**src/hdl/eti_pkg.sv**
```systemverilog
// eti_pkg: shared constants, item type and helper functions for the
// escape-time fractal iterator. No dependencies.
package eti_pkg;

   localparam int FRAC_BITS   = 28;
   localparam int COUNT_WIDTH = 16;
   localparam int DATA_W      = 32;
   localparam int LIMIT_W     = 16;
   localparam int OUT_W       = 16;
   localparam int MODE_W      = 2;
   localparam int PROD_W      = 2 * DATA_W;
   localparam int CSR_IDX_W   = 2;
   localparam int QUEUE_DEPTH = 2;
   localparam int QPTR_W      = $clog2(QUEUE_DEPTH);
   localparam int QCNT_W      = $clog2(QUEUE_DEPTH + 1);

   localparam logic [MODE_W-1:0] MODE_MANDEL = 2'd0;
   localparam logic [MODE_W-1:0] MODE_JULIA  = 2'd1;
   localparam logic [MODE_W-1:0] MODE_CELTIC = 2'd2;

   localparam logic [CSR_IDX_W-1:0] CSR_ITER_LIMIT = 2'd0;
   localparam logic [CSR_IDX_W-1:0] CSR_JULIA_RE   = 2'd1;
   localparam logic [CSR_IDX_W-1:0] CSR_JULIA_IM   = 2'd2;

   localparam logic [LIMIT_W-1:0] LIMIT_RESET = 16'd256;

   localparam logic [COUNT_WIDTH-1:0] COUNT_MAX = '1;

   // |z|^2 <= 4 in 2*FRAC_BITS fraction bits; never fails once 4 is out of reach
   localparam bit ESC_ALWAYS = (2 * FRAC_BITS + 2 >= PROD_W);
   localparam logic [PROD_W-1:0] ESC_THRESH =
      ESC_ALWAYS ? '0 : (PROD_W'(1) << (2 * FRAC_BITS + 2));

   typedef struct packed {
      logic                     celtic;
      logic signed [DATA_W-1:0] point_re;
      logic signed [DATA_W-1:0] point_im;
      logic signed [DATA_W-1:0] offset_re;
      logic signed [DATA_W-1:0] offset_im;
      logic [COUNT_WIDTH-1:0]   limit;
   } item_type;

   function automatic logic [COUNT_WIDTH-1:0] clamp_limit(input logic [LIMIT_W-1:0] lim);
      logic [47:0] wide;
      wide = 48'(lim);
      if (wide > 48'(COUNT_MAX))
         return COUNT_MAX;
      return wide[COUNT_WIDTH-1:0];
   endfunction

   function automatic logic signed [DATA_W-1:0] sat_data(input logic signed [PROD_W-1:0] v);
      logic signed [PROD_W-1:0] hi;
      logic signed [PROD_W-1:0] lo;
      hi = PROD_W'(signed'({1'b0, {(DATA_W-1){1'b1}}}));
      lo = -hi - PROD_W'(1);
      if (v > hi)
         return {1'b0, {(DATA_W-1){1'b1}}};
      if (v < lo)
         return {1'b1, {(DATA_W-1){1'b0}}};
      return v[DATA_W-1:0];
   endfunction

endpackage

```
**src/hdl/eti_front.sv**
```systemverilog
// eti_front: control registers and request intake; turns a request into a
// work item (offset and mode resolved, limit clamped). Uses eti_pkg.
module eti_front (
   input  logic                                clock,
   input  logic                                reset,
   input  logic                                start,
   output logic                                busy,
   input  logic [eti_pkg::MODE_W-1:0]          req_mode,
   input  logic signed [eti_pkg::DATA_W-1:0]   req_point_re,
   input  logic signed [eti_pkg::DATA_W-1:0]   req_point_im,
   input  logic                                csr_write_en,
   input  logic [eti_pkg::CSR_IDX_W-1:0]       csr_index,
   input  logic [eti_pkg::DATA_W-1:0]          csr_wdata,
   input  logic                                q_full,
   output logic                                q_push,
   output eti_pkg::item_type                   q_item
);

   logic [eti_pkg::LIMIT_W-1:0]        limit_ff;
   logic signed [eti_pkg::DATA_W-1:0]  julia_re_ff;
   logic signed [eti_pkg::DATA_W-1:0]  julia_im_ff;

   always_ff @(posedge clock) begin
      if (reset) begin
         limit_ff    <= eti_pkg::LIMIT_RESET;
         julia_re_ff <= '0;
         julia_im_ff <= '0;
      end else if (csr_write_en) begin
         case (csr_index)
            eti_pkg::CSR_ITER_LIMIT: limit_ff    <= csr_wdata[eti_pkg::LIMIT_W-1:0];
            eti_pkg::CSR_JULIA_RE:   julia_re_ff <= csr_wdata;
            eti_pkg::CSR_JULIA_IM:   julia_im_ff <= csr_wdata;
            default: ;
         endcase
      end
   end

   assign busy   = q_full;
   assign q_push = start && !q_full;

   always_comb begin
      q_item          = '0;
      q_item.celtic   = (req_mode == eti_pkg::MODE_CELTIC);
      q_item.point_re = req_point_re;
      q_item.point_im = req_point_im;
      q_item.limit    = eti_pkg::clamp_limit(limit_ff);
      // unused mode code runs as Mandelbrot
      if (req_mode == eti_pkg::MODE_JULIA) begin
         q_item.offset_re = julia_re_ff;
         q_item.offset_im = julia_im_ff;
      end else begin
         q_item.offset_re = req_point_re;
         q_item.offset_im = req_point_im;
      end
   end

endmodule

```
**config.mk**
```make
export PLATFORM = sky130hd
export DESIGN_NAME = eti_front
export DESIGN_NICKNAME = d
export VERILOG_FILES = /design/src/hdl/eti_pkg.sv /design/src/hdl/eti_front.sv
export SDC_FILE = /design/constraint.sdc
export NUM_CORES = 1
export LEC_CHECK = 0
export ABC_CLOCK_PERIOD_IN_PS = 1200
export BUFFER_PORTS_ARGS = -buffer_cell sky130_fd_sc_hd__buf_2
export CAP_MARGIN = 20
export CORE_MARGIN = 4
export CORE_UTILIZATION = 41
export DETAILED_ROUTE_END_ITERATION = 8
export GPL_TIMING_DRIVEN = 0
export PLACE_DENSITY = 0.89
export SYNTH_ARGS = -nofsm -noshare
export SYNTH_HDL_FRONTEND = slang
export SYNTH_SLANG_ARGS = --single-unit
export TNS_END_PERCENT = 100
```
**constraint.sdc**
```tcl
create_clock -name clock -period 1.2 [get_ports clock]
set_clock_uncertainty 0.15 [all_clocks]
set_input_delay 0.18 -clock clock [delete_from_list [all_inputs] [get_ports clock]]
set_output_delay 0.18 -clock clock [all_outputs]
set_load 0.02 [all_outputs]
```
==> results.py <==
metrics = {
    "sta": {
        "period_share_pct": 126.5,
        "relSlewSlack_pct": 64.93,
        "whs_ns": 0.01858,
        "tightest_slew_ns": 0.5238,
        "rsz0062_at_grt": "yes",
        "drv_slew": 0,
        "setup_violations": 64,
        "fin_ws_ns": -0.3184,
        "min_period_ns": 1.518,
        "final-hold-violation-count": 0,
        "fmax_mhz": 658.6,
    },
    "yosys": {
        "syn_inst": 437,
        "netlist_top_cells_area": "dfxtp_1, mux2i_1, mux2_2",
        "muxShareOfSynthArea_pct": 33.51,
        "yosysTopAreaCell": "dfxtp_1",
        "synth-simple-area-share_pct": 16.92,
        "synth_nets": 542,
        "yosysWarnings": 0,
        "synthAdderAreaFrac_pct": 0,
        "synth_xor_area_share_pct": 0,
        "ys_ff_latch": 80,
        "synth_top_family_by_area": "multiplexers",
        "ys_seq_area_share_pct": 35.27,
        "syn_area_per_cell_um2": 10.39,
        "yosysUniqueCellTypes": 14,
        "syn_area_um2": 4541,
        "synth_top_area_share_pct": 35.27,
        "synth_compound_area_share_pct": 0,
    },
    "clock_tree": {
        "clock_sinks": 80,
        "root_buffer": "clkbuf_8",
        "cts_tree": "done",
        "clk_pin_slew_ns": 0.09,
        "h-tree-depth": 3,
        "clk_latency_ns": 0.33,
        "clock_path_buffers": 2,
        "cts_buffers": 9,
    },
    "worst_setup_path": {
        "ff2ff_path_depth": 2,
        "crit_type": "in2out",
        "critPathArrivalTime_ns": 1.19,
        "r2r_setup_slack_ns": 0.37,
        "r2r-end": "limit_ff[3]",
        "cp-start-kind": "input pin",
        "critPathMaxFanout": 10,
        "r2r-start": "limit_ff[3]",
        "end_kind": "output port",
        "critPathRequiredTime_ns": 0.87,
    },
    "placed_design": {
        "port_buffers": 250,
        "hpwl_um": 10450,
        "pre_cts_slack_ns": -0.3995,
        "gp_congestion": 0.7521,
    },
    "cells_and_area": {
        "drive_gt1_share_pct": 58.38,
        "syn2layout_area_growth_pct": 56.41,
        "fin_nets": 828,
        "fillers": 843,
    },
    "routing": {
        "vias": 4049,
        "drc": 0,
        "totalWireLength_um": 13950,
        "vias_per_cell": 4.659,
        "dr.pass1.iters": 4,
        "antenna_left": 0,
        "drt-initial-drc-count": 116,
        "routedWlPerCell_um": 16.05,
    },
    "grt": {
        "grt_usage_pct": 20.68,
        "antenna_found_initial": 1,
        "grt_max_degree": 14,
        "grt_pass1_vias": 4175,
        "grt_pass1_wl_um": 21060,
        "grt.overflow.total": 0,
    },
    "outcome": {
        "outcome": "complete, but fails checks",
        "violations": "setup timing",
    },
    "floorplan": {
        "dieHeight_um": 113.2,
        "core-area_um2": 10840,
        "ios": 252,
        "die_area_um2": 12820,
        "start_util_pct": 41.89,
        "die_w_um": 113.2,
        "row_count": 38,
    },
    "power_and_ir_drop": {
        "cellLeakagePower_uw": 0.003717,
        "powerDensity_nw_per_um2": 998.1,
        "ir_worst_vdd_uv": 665.6,
    },
    "min_path": {
        "worst_hold_path_type": "in2reg",
        "min_delay_path_depth": 3,
        "worstHoldStart": "csr_wdata[0]",
        "holdPathEnd": "julia_re_ff[0]",
    },
    "flow_run": {
        "maxCapViolCount": 0,
    },
}
-- synthesized netlist by cell type --
cell type	n
clkbuf_1	12
nor2_1	2
buf_4	74
dfxtp_1	80
buf_6	3
and3b_1	1
mux2i_1	80
nor2b_1	2
nand2b_1	112
mux2_2	64
nand3b_1	2
nor3b_2	1
buf_2	3
or3b_4	1
-- per-layer routing --
layer / part of all wire (%) / routed length [um] / GRT usage (%)
met5: 0 / 0 / 0
met3: 6.1 / 849 / 4.332
met1: 39 / 5377 / 23.08
met4: 1.0 / 139 / 5.369
met2: 54 / 7579 / 39.49
-- per-stage QoR --
step           total power (uW)  TNS, ns  util, %  cell area [um^2]  cells
5_1_grt                    7385   -19.34    65.51              7102    869
2_1_floorplan              4058   -3.412        -              4828    437
4_1_cts                    7077   -18.48    63.97              6934    868
3_3_place_gp               4630   -43.32    57.70              6255    827
3_5_place_dp               4662   -44.94    57.70              6255    827
6_report                   7088   -18.13    65.51              7102    869
-- cell usage in the layout (no fill, tap or decap), drive strengths merged --
cell and instances:
or3b 1, mux2i 80, nand2b 112, bufinv 2, nor3b 1, and3b 1
nor2b 2, dlygate4sd3 23, dfxtp 80, inv 1, buf 332, mux2 64
nor2 2, nand3b 2, diode 1, clkbuf 24, clkinvlp 1
-- registers in the layout, summed over array words and instances, names as in the netlist --
register,count
julia_im_ff,32
julia_re_ff,32
limit_ff,16
-- logic make-up after synthesis --
logic type,after synthesis
and+or+nand+nor,121
buffers and inverters,92
muxes,144
DFF,80
-- how the worst max path moves through the flow --
stage                startpoint        endpoint  cells after the start
finish              req_mode[1]      q_item[33]                      6
global route        req_mode[1]      q_item[33]                      6
CTS                 req_mode[1]      q_item[68]                      6
detailed placement        reset     limit_ff[7]                      4
global placement          reset  julia_re_ff[2]                      4
floorplan           req_mode[1]      q_item[18]                      4
-- power by group --
group          switching (uW)  internal (uW)  total (uW)
registers                54.1           2750        2800
logic                     957           1090        2050
clock network             993           1240        2230
-- timing repair --
action | CTS | global route
resized for setup | 65 | 66
endpoints found under the setup margin | 84 | 123
setup buffers | 2 | 0
hold buffers | 23 | 0
endpoints found under the hold margin | 44 | 0
-- worst max-delay path: stages --
cell	delay, ns
buf_6	0.09
nand2b_4	0.13
buf_12	0.15
buf_12	0.16
mux2_4	0.30
buf_2	0.16
-- final cells by class --
type,instances,area (um^2),area share [%]
multi-input combinational,265,2522,35.52
timing repair buffer,275,1824,25.69
sequential,80,1610,22.67
buffer,92,745.7,10.50
tap,140,175.2,2.467
clock buffer,12,145.1,2.044
clock inverter,4,76.32,1.075
antenna,1,2.502,0.03524
Note: power is estimated with default switching activity, not from simulation.
