<file path="config.mk">
export PLATFORM = sky130hd
export DESIGN_NAME = eti_queue
export DESIGN_NICKNAME = d
export VERILOG_FILES = /design/src/hdl/eti_pkg.sv /design/src/hdl/eti_queue.sv
export SDC_FILE = /design/constraint.sdc
export NUM_CORES = 1
export LEC_CHECK = 0
export BUFFER_PORTS_ARGS = -buffer_cell sky130_fd_sc_hd__clkbuf_2
export CAP_MARGIN = 20
export CORE_MARGIN = 3
export CORE_UTILIZATION = 52
export CTS_CLUSTER_DIAMETER = 30
export DETAILED_ROUTE_END_ITERATION = 8
export PLACE_DENSITY = 0.79
export SLEW_MARGIN = 20
export SYNTH_ARGS = -nofsm -noshare
export SYNTH_HDL_FRONTEND = slang
export SYNTH_SLANG_ARGS = --single-unit
</file>
<file path="constraint.sdc">
create_clock -name clock -period 8.5 [get_ports clock]
set_input_delay 0.425 -clock clock [delete_from_list [all_inputs] [get_ports clock]]
set_output_delay 0.425 -clock clock [all_outputs]
set_load 0.01 [all_outputs]
</file>
<file path="src/hdl/eti_pkg.sv">
// eti_pkg: shared constants, item type and helper functions for the
// escape-time fractal iterator. No dependencies.
package eti_pkg;

   localparam int FRAC_BITS   = 28;
   localparam int COUNT_WIDTH = 16;
   localparam int DATA_W      = 32;
   localparam int LIMIT_W     = 16;
   localparam int OUT_W       = 16;
   localparam int MODE_W      = 2;
   localparam int PROD_W      = 2 * DATA_W;
   localparam int CSR_IDX_W   = 2;
   localparam int QUEUE_DEPTH = 2;
   localparam int QPTR_W      = $clog2(QUEUE_DEPTH);
   localparam int QCNT_W      = $clog2(QUEUE_DEPTH + 1);

   localparam logic [MODE_W-1:0] MODE_MANDEL = 2'd0;
   localparam logic [MODE_W-1:0] MODE_JULIA  = 2'd1;
   localparam logic [MODE_W-1:0] MODE_CELTIC = 2'd2;

   localparam logic [CSR_IDX_W-1:0] CSR_ITER_LIMIT = 2'd0;
   localparam logic [CSR_IDX_W-1:0] CSR_JULIA_RE   = 2'd1;
   localparam logic [CSR_IDX_W-1:0] CSR_JULIA_IM   = 2'd2;

   localparam logic [LIMIT_W-1:0] LIMIT_RESET = 16'd256;

   localparam logic [COUNT_WIDTH-1:0] COUNT_MAX = '1;

   // |z|^2 <= 4 in 2*FRAC_BITS fraction bits; never fails once 4 is out of reach
   localparam bit ESC_ALWAYS = (2 * FRAC_BITS + 2 >= PROD_W);
   localparam logic [PROD_W-1:0] ESC_THRESH =
      ESC_ALWAYS ? '0 : (PROD_W'(1) << (2 * FRAC_BITS + 2));

   typedef struct packed {
      logic                     celtic;
      logic signed [DATA_W-1:0] point_re;
      logic signed [DATA_W-1:0] point_im;
      logic signed [DATA_W-1:0] offset_re;
      logic signed [DATA_W-1:0] offset_im;
      logic [COUNT_WIDTH-1:0]   limit;
   } item_type;

   function automatic logic [COUNT_WIDTH-1:0] clamp_limit(input logic [LIMIT_W-1:0] lim);
      logic [47:0] wide;
      wide = 48'(lim);
      if (wide > 48'(COUNT_MAX))
         return COUNT_MAX;
      return wide[COUNT_WIDTH-1:0];
   endfunction

   function automatic logic signed [DATA_W-1:0] sat_data(input logic signed [PROD_W-1:0] v);
      logic signed [PROD_W-1:0] hi;
      logic signed [PROD_W-1:0] lo;
      hi = PROD_W'(signed'({1'b0, {(DATA_W-1){1'b1}}}));
      lo = -hi - PROD_W'(1);
      if (v > hi)
         return {1'b0, {(DATA_W-1){1'b1}}};
      if (v < lo)
         return {1'b1, {(DATA_W-1){1'b0}}};
      return v[DATA_W-1:0];
   endfunction

endpackage

</file>
<file path="src/hdl/eti_queue.sv">
// eti_queue: short FIFO of work items between intake and the iteration
// engine. Uses eti_pkg.
module eti_queue (
   input  logic              clock,
   input  logic              reset,
   input  logic              push,
   input  eti_pkg::item_type push_item,
   output logic              full,
   input  logic              pop,
   output logic              empty,
   output eti_pkg::item_type head_item
);

   eti_pkg::item_type                mem_ff [eti_pkg::QUEUE_DEPTH];
   logic [eti_pkg::QPTR_W-1:0]       wr_ptr_ff, wr_ptr_in;
   logic [eti_pkg::QPTR_W-1:0]       rd_ptr_ff, rd_ptr_in;
   logic [eti_pkg::QCNT_W-1:0]       cnt_ff, cnt_in;

   assign full      = (cnt_ff == eti_pkg::QCNT_W'(eti_pkg::QUEUE_DEPTH));
   assign empty     = (cnt_ff == '0);
   assign head_item = mem_ff[rd_ptr_ff];

   always_comb begin
      wr_ptr_in = wr_ptr_ff;
      rd_ptr_in = rd_ptr_ff;
      cnt_in    = cnt_ff;
      if (push) begin
         wr_ptr_in = (wr_ptr_ff == eti_pkg::QPTR_W'(eti_pkg::QUEUE_DEPTH - 1))
                     ? '0 : wr_ptr_ff + 1'b1;
      end
      if (pop) begin
         rd_ptr_in = (rd_ptr_ff == eti_pkg::QPTR_W'(eti_pkg::QUEUE_DEPTH - 1))
                     ? '0 : rd_ptr_ff + 1'b1;
      end
      if (push && !pop)
         cnt_in = cnt_ff + 1'b1;
      else if (pop && !push)
         cnt_in = cnt_ff - 1'b1;
   end

   always_ff @(posedge clock) begin
      if (reset) begin
         wr_ptr_ff <= '0;
         rd_ptr_ff <= '0;
         cnt_ff    <= '0;
      end else begin
         wr_ptr_ff <= wr_ptr_in;
         rd_ptr_ff <= rd_ptr_in;
         cnt_ff    <= cnt_in;
      end
   end

   always_ff @(posedge clock) begin
      if (push)
         mem_ff[wr_ptr_ff] <= push_item;
   end

endmodule

</file>
==> impl_metrics.ini, run 1 <==
[status]
outcome = finished clean

[timing]
fin_crit_ps = 3581
worst_hold_slack_ps = 96.47
max_clock_freq_mhz = 279.3
relSlewSlack_pct = 25.84
finalSetupViolCount = 0
totalNegativeSetupSlack_ps = 0
report.final.hold_viol_count = 0
rsz0062_at_grt = false
drv_slew = 0
timing.final.ws_setup_ps = 4919
transition_time_at_the_pin_with_the_least_slew_margin_ps = 1112
final.setup_skew_ps = 9.880
layout_worst_path_cycle_share_pct = 42.13

[route]
postRouteAntennaNets = 0
via_per_instance_ratio = 5.073
drt-wirelength-per-cell_um = 19.24
post-route-drc-count = 0
detailedRoute.firstIterationViolations = 263
detailroute.via_count = 5636
detail_route.wirelength_um = 21380
first_pass_iters = 4

[pwr]
peak_supply_drop_mv = 0.2826
finalPower_mw = 3.806
cellPowerDensity_nw_per_um2 = 270.5
power.leakage_nw = 5.502

[cells_and_area]
share_of_final_layout_standard_cells_stronger_than_drive_strength_1_pct = 61.71
final_design_area_no_fill_um2 = 14070
areaGrowthSynthToFinish_pct = 29.56
diodes = 0
final_net_count = 955
num-fill-cells = 1288

[min_path]
holdCritPathClass = input port to register
timing.hold.worst.start = push_item[55]
whs_path_depth = 1
min_delay_worst_endpoint = mem_ff[0][55]

[clock_network]
cts-htree-levels = 2
post_cts_buffers = 0
cts_tree = done
number_of_gates_resized_after_cts = 0
clock_path_buffers = 3
cts_sinks = 295
cts-buffers-inserted = 47
cts.reportedPaths.clkPinSlew_ps = 50
clock-root-buffer = clkbuf_16
insertion_delay_ps = 510
post_cts_hold_buffers = 0

[floorplanning]
vertical_die_dimension_um = 150.5
io_pins = 296
die-area_um2 = 22650
fp-row-count = 52
placeableCoreArea_um2 = 20360
initial_core_util_pct = 53.32
die_w_um = 150.5

[synthesis]
synth-seq-area-share_pct = 81.12
netlist_top_cells_area = edfxtp_1 (80%), mux2_2 (9.9%), mux2_4 (6.9%)
synth_enable_flop_cells = 290
synthesis.yosys.warnings = 0
yosys_register_bits = 295
syn_nets = 623
synth.top_cells.by_count = edfxtp_1 (290), mux2_2 (95), mux2_4 (50), buf_2 (9), buf_6 (7)
main_flop_type_after_synthesis = edfxtp_1
synthCells = 473
post_synthesis_cell_type_with_the_largest_combined_area = edfxtp_1
synth.distinct_cells = 16
syn_area_um2 = 10860
post_synth.cell_area_avg_um2 = 22.96
synth_largest_type_area_fraction_pct = 80.20
ys_async_sr_fraction_pct = 0
most_frequent_cell_after_synthesis = edfxtp_1

[place]
hpwl_um = 14000
dpl-instance-area_um2 = 12590
gpl.final_weighted_congestion = 0.7710
numPortBuffers = 295
dp_worst_setup_slack_ps = 5396

[global_route]
grt_first_pass_wirelength_um = 31280
grt_use_total_pct = 17.99
pin_count_of_the_biggest_net_entering_global_routing = 86
antenna_found_initial = 0
vias_in_the_first_global_route = 5954
grt_overflow_total = 0

[setup_path]
critical_path.cell_chain = buf_4 > mux2_2 > clkbuf_2
reg2reg_setup_slack_ps = 6200
largest_fanout_of_any_net_on_the_critical_path = 82
timing.critical_path.slowest_cell_delay_ps = 1040
ff2ff_path_depth = 2
critical_path_arrival_ps = 3160
timing.critical_path.to_type = output port
capture_point_of_the_worst_reg_to_reg_path = mem_ff[1][11]
start_kind = register
setup.worst_path.class = register to output port
crit_slowest_cell = dfxtp_4
required_ps = 8080
regToRegStartpoint = wr_ptr_ff

[flow_run]
max_cap_violations = 0
-- power by group --
part	switching (mW)	leakage [nW]	internal, mW
Sequential	0.0363	2.76	1.70
Clock	0.631	0.705	1.08
Combinational	0.179	2.03	0.172
Total	0.847	5.50	2.96
-- state kept, by name, indices dropped and copies added, names as in the netlist, named ones only --
register	flops
mem_ff	290
cnt_ff	2
rd_ptr_ff	1
wr_ptr_ff	1
-- worst max-delay path: cells and delay by family (launching register included) --
kind                   cells  cell delay, ps
buffers and inverters      2            1060
muxes                      1             420
DFF                        1            1040
-- cells in the final DEF, fill, tap and decap left out, types with 5 or more instances in the layout --
cell,n
inv_6,7
clkbuf_2,295
edfxtp_1,290
nor2_1,5
clkinv_2,6
clkinvlp_4,6
clkbuf_16,49
mux2_4,50
mux2_2,95
clkinv_1,9
-- routing by layer --
metal | track usage (%) | routed length, µm | up-vias
li1 | - | - | 2572
met1 | 20.94 | 7937 | 2778
met2 | 31.44 | 10980 | 248
met3 | 5.870 | 1980 | 38
met4 | 6.130 | 474 | 0
met5 | 0 | 0 | -
-- cells by family after synthesis --
kind of cell / after synthesis / synth area share [%]
flops: 295 / 81.12
mux: 145 / 16.77
buf+inv: 17 / 1.175
simple gates: 9 / 0.4034
xor+xnor: 4 / 0.3227
compound gates: 2 / 0.09210
fa+ha+maj: 1 / 0.1152
-- stage by stage --
step           util [%]  instances
4_1_cts           69.04       1111
2_1_floorplan         -        473
3_5_place_dp      61.83       1026
6_report          69.08       1111
5_1_grt           69.08       1111
3_3_place_gp      61.83       1026
-- worst max path at each step --
stage / to / slack (ps) / cells past startpoint
final: head_item[41] / 4920 / 3
after global routing: head_item[9] / 4740 / 3
after CTS: head_item[41] / 4860 / 3
after detailed placement: head_item[41] / 5400 / 3
after global placement: head_item[35] / 5470 / 3
after floorplan: mem_ff[0][0] / 1100 / 1
-- area by class of cell --
class / count / area, µm² / area share, %
flip-flops and latches: 295 / 8812 / 62.64
multi-input cells: 161 / 1932 / 13.73
repair buffers: 299 / 1514 / 10.76
clock buffers: 53 / 1241 / 8.823
well taps: 270 / 337.8 / 2.402
clock inverters: 32 / 226.5 / 1.610
inverters: 1 / 3.754 / 0.02668
Note: power is estimated with default switching activity, not from simulation.
==> inputs of run 2 (changes only) <==
==> constraint.sdc (replaced) <==
create_clock -name clock -period 3.69 [get_ports clock]
set_input_delay 0.1845 -clock clock [delete_from_list [all_inputs] [get_ports clock]]
set_output_delay 0.1845 -clock clock [all_outputs]
set_load 0.01 [all_outputs]
==> run 2 against run 1 <==
Clock skew increased by 3.6 ps. Sequential power increased by 130%. Via count increased by 14%. Sequential share of layout area decreased by 6.6 points. Non-clock buffer count increased by 150. Critical endpoint is now head_item[9]. Highest routed layer unchanged.
==> impl_metrics.ini, run 2 (synthesized netlist as in run 1, its figures left out) <==
[floorplanning]
die_w_um = 150.5
placeableCoreArea_um2 = 20360
die-area_um2 = 22650
vertical_die_dimension_um = 150.5
initial_core_util_pct = 53.32
fp-row-count = 52
io_pins = 296

[clock_network]
number_of_gates_resized_after_cts = 0
post_cts_buffers = 0
insertion_delay_ps = 510
clock-root-buffer = clkbuf_16
cts-htree-levels = 2
cts.reportedPaths.clkPinSlew_ps = 60
post_cts_hold_buffers = 149
clock_path_buffers = 3
cts_tree = done
cts-buffers-inserted = 46
cts_sinks = 295

[min_path]
min_delay_worst_endpoint = mem_ff[1][47]
holdCritPathClass = input port to register
whs_path_depth = 2
timing.hold.worst.start = push_item[47]

[place]
hpwl_um = 14170
dpl-instance-area_um2 = 12640
gpl.final_weighted_congestion = 0.7757
numPortBuffers = 295

[setup_path]
capture_point_of_the_worst_reg_to_reg_path = mem_ff[1][88]
start_kind = register
critical_path_arrival_ps = 2110
reg2reg_setup_slack_ps = 1900
largest_fanout_of_any_net_on_the_critical_path = 59
setup.worst_path.class = register to output port
required_ps = 3510
ff2ff_path_depth = 2
regToRegStartpoint = wr_ptr_ff
timing.critical_path.to_type = output port

[cells_and_area]
largest_registers = mem_ff (290), cnt_ff (2)
top_register = mem_ff
share_of_final_layout_standard_cells_stronger_than_drive_strength_1_pct = 52.98
areaGrowthSynthToFinish_pct = 44.87
largest_register_ffs = 290
final_design_area_no_fill_um2 = 15730
mostFrequentLayoutCells = clkbuf_2 (295), edfxtp_1 (290), dlygate4sd3_1 (149), mux2_2 (95), mux2_4 (50)
num-fill-cells = 1023
layout.cells.most_common = clkbuf_2
final_net_count = 1104

[timing]
rsz0062_at_grt = false
layout_worst_path_cycle_share_pct = 62.20
transition_time_at_the_pin_with_the_least_slew_margin_ps = 878.5
max_clock_freq_mhz = 435.7
final.setup_skew_ps = 13.49
relSlewSlack_pct = 41.43
report.final.hold_viol_count = 0
fin_crit_ps = 2295
drv_slew = 0
totalNegativeSetupSlack_ps = 0
finalSetupViolCount = 0

[route]
postRouteAntennaNets = 0
post-route-drc-count = 0
first_pass_iters = 4
detailedRoute.firstIterationViolations = 348
via_per_instance_ratio = 5.081
detailroute.via_count = 6417
detail_route.wirelength_um = 26030
drt-wirelength-per-cell_um = 20.61

[global_route]
pin_count_of_the_biggest_net_entering_global_routing = 146
grt_use_total_pct = 22.27
antenna_found_initial = 2
grt_first_pass_wirelength_um = 38370
grt_overflow_total = 0
vias_in_the_first_global_route = 7129

[pwr]
swShare_pct = 22.16
netSwitchingPower_mw = 2.072
seq_power_share_pct = 42.6
cellPowerDensity_nw_per_um2 = 594.3
internal_power_mw = 7.277
power_frac_comb_pct = 10.7
power.leakage_nw = 6.193
peak_supply_drop_mv = 0.5269
share_clk_of_total_power_pct = 46.7

[flow_run]
max_cap_violations = 0

[status]
outcome = finished clean
## run 2: cell count changes in the layout (fill, tap and decap cells not counted), sizes merged
| cell | change |
|---|---|
| buf | +1 |
| diode | +2 |
| inv | -3 |
| clkinv | -2 |
| dlygate4sd3 | +149 |
| bufinv | +6 |
| clkbuf | -3 |
| clkinvlp | +2 |
## run 2: area by class of cell
| cell class | instances | area [µm²] | share of cell area, % |
|---|---|---|---|
| multi-input combinational | 161 | 1932 | 12.28 |
| clock inverter | 35 | 399.1 | 2.537 |
| sequential | 295 | 8812 | 56.02 |
| antenna | 2 | 5.005 | 0.03182 |
| tap | 270 | 337.8 | 2.148 |
| clock buffer | 50 | 1197 | 7.612 |
| timing repair buffer | 449 | 3043 | 19.34 |
| inverter | 1 | 3.754 | 0.02386 |
## run 2: stage by stage
stage          utilization (%)  worst slack, ps  cells  total power [mW]  hold WS, ps
5_1_grt                  77.24             1305   1263             9.639        384.8
3_3_place_gp             62.05             1944   1027             4.851        373.9
3_5_place_dp             62.05             1915   1027             4.891        376.7
6_report                 77.24             1395   1263             9.349        396.4
4_1_cts                  77.22             1388   1261             9.363        377.4
2_1_floorplan                -            774.2    473             4.530        253.6
## run 2: critical path, cell delays in order (launching register included)
cell	delay, ps
dfxtp_4	350
buf_4	610
mux2_2	430
clkbuf_2	140
## run 2: metal layers
layer	GRT usage (%)	routed length (µm)	vias to the layer above
met5	0	0	-
met4	8.920	809	0
met3	6.291	2118	69
met2	40.14	13840	354
met1	24.86	9259	3128
li1	-	-	2866
## run 2: worst max-delay path by stage
| stage | end | cells past startpoint | from |
|---|---|---|---|
| floorplan | mem_ff[0][0] | 1 | wr_ptr_ff |
| global placement | mem_ff[1][91] | 2 | wr_ptr_ff |
| detailed placement | mem_ff[1][91] | 2 | wr_ptr_ff |
| CTS | head_item[13] | 3 | register |
| global route | head_item[38] | 3 | register |
| finish | head_item[9] | 3 | register |
## run 2: power by group through the flow
stage                     registers, mW  clock network [mW]  logic [mW]
after floorplan                    4.03                   0       0.503
after global placement             4.02                   0       0.828
after detailed placement           4.04                   0       0.854
after CTS                          3.98                4.39       0.993
after global routing               3.99                4.58        1.07
final                              3.98                4.36        1.00
==> inputs of run 3 (changes only) <==
--- a/config.mk
+++ b/config.mk
@@ -8,10 +8,10 @@
 export BUFFER_PORTS_ARGS = -buffer_cell sky130_fd_sc_hd__clkbuf_2
 export CAP_MARGIN = 20
 export CORE_MARGIN = 3
-export CORE_UTILIZATION = 52
+export CORE_UTILIZATION = 47
 export CTS_CLUSTER_DIAMETER = 30
 export DETAILED_ROUTE_END_ITERATION = 8
-export PLACE_DENSITY = 0.79
+export PLACE_DENSITY = 0.76
 export SLEW_MARGIN = 20
 export SYNTH_ARGS = -nofsm -noshare
 export SYNTH_HDL_FRONTEND = slang
==> constraint.sdc (replaced) <==
create_clock -name clock -period 1.9 [get_ports clock]
set_input_delay 0.095 -clock clock [delete_from_list [all_inputs] [get_ports clock]]
set_output_delay 0.095 -clock clock [all_outputs]
set_load 0.01 [all_outputs]
==> run 3 against run 2 <==
Sequential power up 94%. Wire length up 0.13%. First-iteration DRC count down 1.4%.
==> impl_metrics.ini, run 3 (synthesized netlist as in run 1, its figures left out) <==
[status]
outcome = finished clean

[min_path]
whs_path_depth = 4
min_delay_worst_endpoint = cnt_ff[0]
holdCritPathClass = input port to register
timing.hold.worst.start = push

[setup_path]
ff2ff_path_depth = 2
critical_path.cell_chain = buf_6 > clkbuf_16 > mux2_2 > clkbuf_2
start_kind = register
required_ps = 1800
reg2reg_setup_slack_ps = 530
crit_slowest_cell = dfxtp_4
critical-path-top-delay-family = buffers and inverters
timing.critical_path.to_type = output port
capture_point_of_the_worst_reg_to_reg_path = mem_ff[1][16]
critical_path_arrival_ps = 1770
largest_fanout_of_any_net_on_the_critical_path = 12
timing.critical_path.slowest_cell_delay_ps = 400
regToRegStartpoint = wr_ptr_ff
setup.worst_path.class = register to output port
critical_path.n_buffers_inverters = 3

[cells_and_area]
share_of_final_layout_standard_cells_stronger_than_drive_strength_1_pct = 53.96
final_core_utilization_pct = 73.06
largest_register_ffs = 290
top_register = mem_ff
areaGrowthSynthToFinish_pct = 49.56
final_design_area_no_fill_um2 = 16240
final_net_count = 1129
mostFrequentLayoutCells = clkbuf_2 (295), edfxtp_1 (290), dlygate4sd3_1 (148), mux2_2 (94), clkbuf_16 (60)
layout.cells.most_common = clkbuf_2
largest_registers = mem_ff (290), cnt_ff (2)
num-fill-cells = 1262

[timing]
rsz0062_at_grt = true
transition_time_at_the_pin_with_the_least_slew_margin_ps = 517.2
fin_crit_ps = 1868
layout_worst_path_cycle_share_pct = 98.30
report.final.hold_viol_count = 0
drv_slew = 0
relSlewSlack_pct = 65.52
max_clock_freq_mhz = 535.4
finalSetupViolCount = 0
final.setup_skew_ps = 10.28

[clock_network]
clock_path_buffers = 3
cts.reportedPaths.clkPinSlew_ps = 50
clock-root-buffer = clkbuf_16
cts_tree = done
cts-buffers-inserted = 54
insertion_delay_ps = 550
cts-htree-levels = 2
cts_sinks = 295

[global_route]
grt_most_used_layer = met2
use_met3_pct = 5.440
pin_count_of_the_biggest_net_entering_global_routing = 61
grt_overflow_total = 0
antenna_found_initial = 3
grtUsageMet1_pct = 22.45
grt_use_total_pct = 19.60
grt_first_pass_wirelength_um = 37780
vias_in_the_first_global_route = 7035
grt_util_met2_pct = 35.21

[pwr]
power.leakage_nw = 6.430
seq_power_share_pct = 41.4
share_clk_of_total_power_pct = 47.3
power_frac_comb_pct = 11.3
internal_power_mw = 14.39
swShare_pct = 22.95
netSwitchingPower_mw = 4.288
peak_supply_drop_mv = 0.9298
cellPowerDensity_nw_per_um2 = 1150

[route]
post-route-drc-count = 0
detailroute.via_count = 6450
detail_route.wirelength_um = 26070
detailedRoute.firstIterationViolations = 343
drt-wirelength-per-cell_um = 19.96
postRouteAntennaNets = 0
first_pass_iters = 4
via_per_instance_ratio = 4.939

[place]
gpl.final_weighted_congestion = 0.7469
hpwl_um = 14000
numPortBuffers = 295
dpl-instance-area_um2 = 12740

[floorplanning]
die_w_um = 158.0
initial_core_util_pct = 48.85
io_pins = 296
vertical_die_dimension_um = 158.0
die-area_um2 = 24960
fp-row-count = 54
placeableCoreArea_um2 = 22230

[flow_run]
max_cap_violations = 0
## run 3: metrics by stage
step                      worst slack [ps]  TNS, ps  instances  hold WS, ps  power (mW)
final                                32.39        0       1306        79.43       18.68
after global placement               509.4        0       1042        283.9       9.485
after detailed placement             505.7        0       1042        288.1       9.524
after floorplan                     -996.0  -245630        473        160.0       8.798
after CTS                           -64.99    -2006       1291        66.13       18.68
after global routing                -28.19   -594.7       1306        108.3       19.37
## run 3: area by class of cell
class	count	area, µm²	share of cell area (%)
flip-flops and latches	295	8813	54.27
multi-input cells	161	1936	11.92
repair buffers	466	3397	20.92
diodes	3	7.507	0.04623
inverters	1	3.754	0.02311
well taps	280	350.3	2.157
clock inverters	38	350.3	2.157
clock buffers	62	1381	8.506
## run 3: layer usage
layer  vias to the layer above  wire, µm
li1                       2940         -
met1                      3174      9668
met2                       273     13930
met3                        63      1803
met4                         0       665
met5                         -         0
## run 3: power groups by stage
stage          registers (mW)  logic [mW]  clock network (mW)
2_1_floorplan            7.82       0.978                   0
3_3_place_gp             7.82        1.66                   0
3_5_place_dp             7.84        1.68                   0
4_1_cts                  7.73        1.97                8.98
5_1_grt                  7.75        2.25                9.36
6_report                 7.73        2.11                8.85
## run 3: how the worst max path moves through the flow
stage | slack (ps) | cells after the start | to | from
floorplan | -1000 | 1 | mem_ff[0][0] | wr_ptr_ff
global placement | 510 | 2 | mem_ff[1][0] | wr_ptr_ff
detailed placement | 510 | 3 | head_item[40] | register
CTS | -60 | 3 | head_item[28] | register
global route | -30 | 4 | head_item[142] | register
finish | 30 | 4 | head_item[139] | register
## run 3: worst reg2reg max path: cells and delay by family, from the launching register on
family,cells,cell delay [ps]
buffers and inverters,1,450
DFF,1,360
and+or+nand+nor,1,190
## run 3: timing repair
item	4_1_cts	5_1_grt
endpoints found under the hold margin	295	0
hold buffers	148	0
setup endpoints to repair	64	115
setup buffers	0	4
gates resized for setup	3	5
gates cloned	1	8
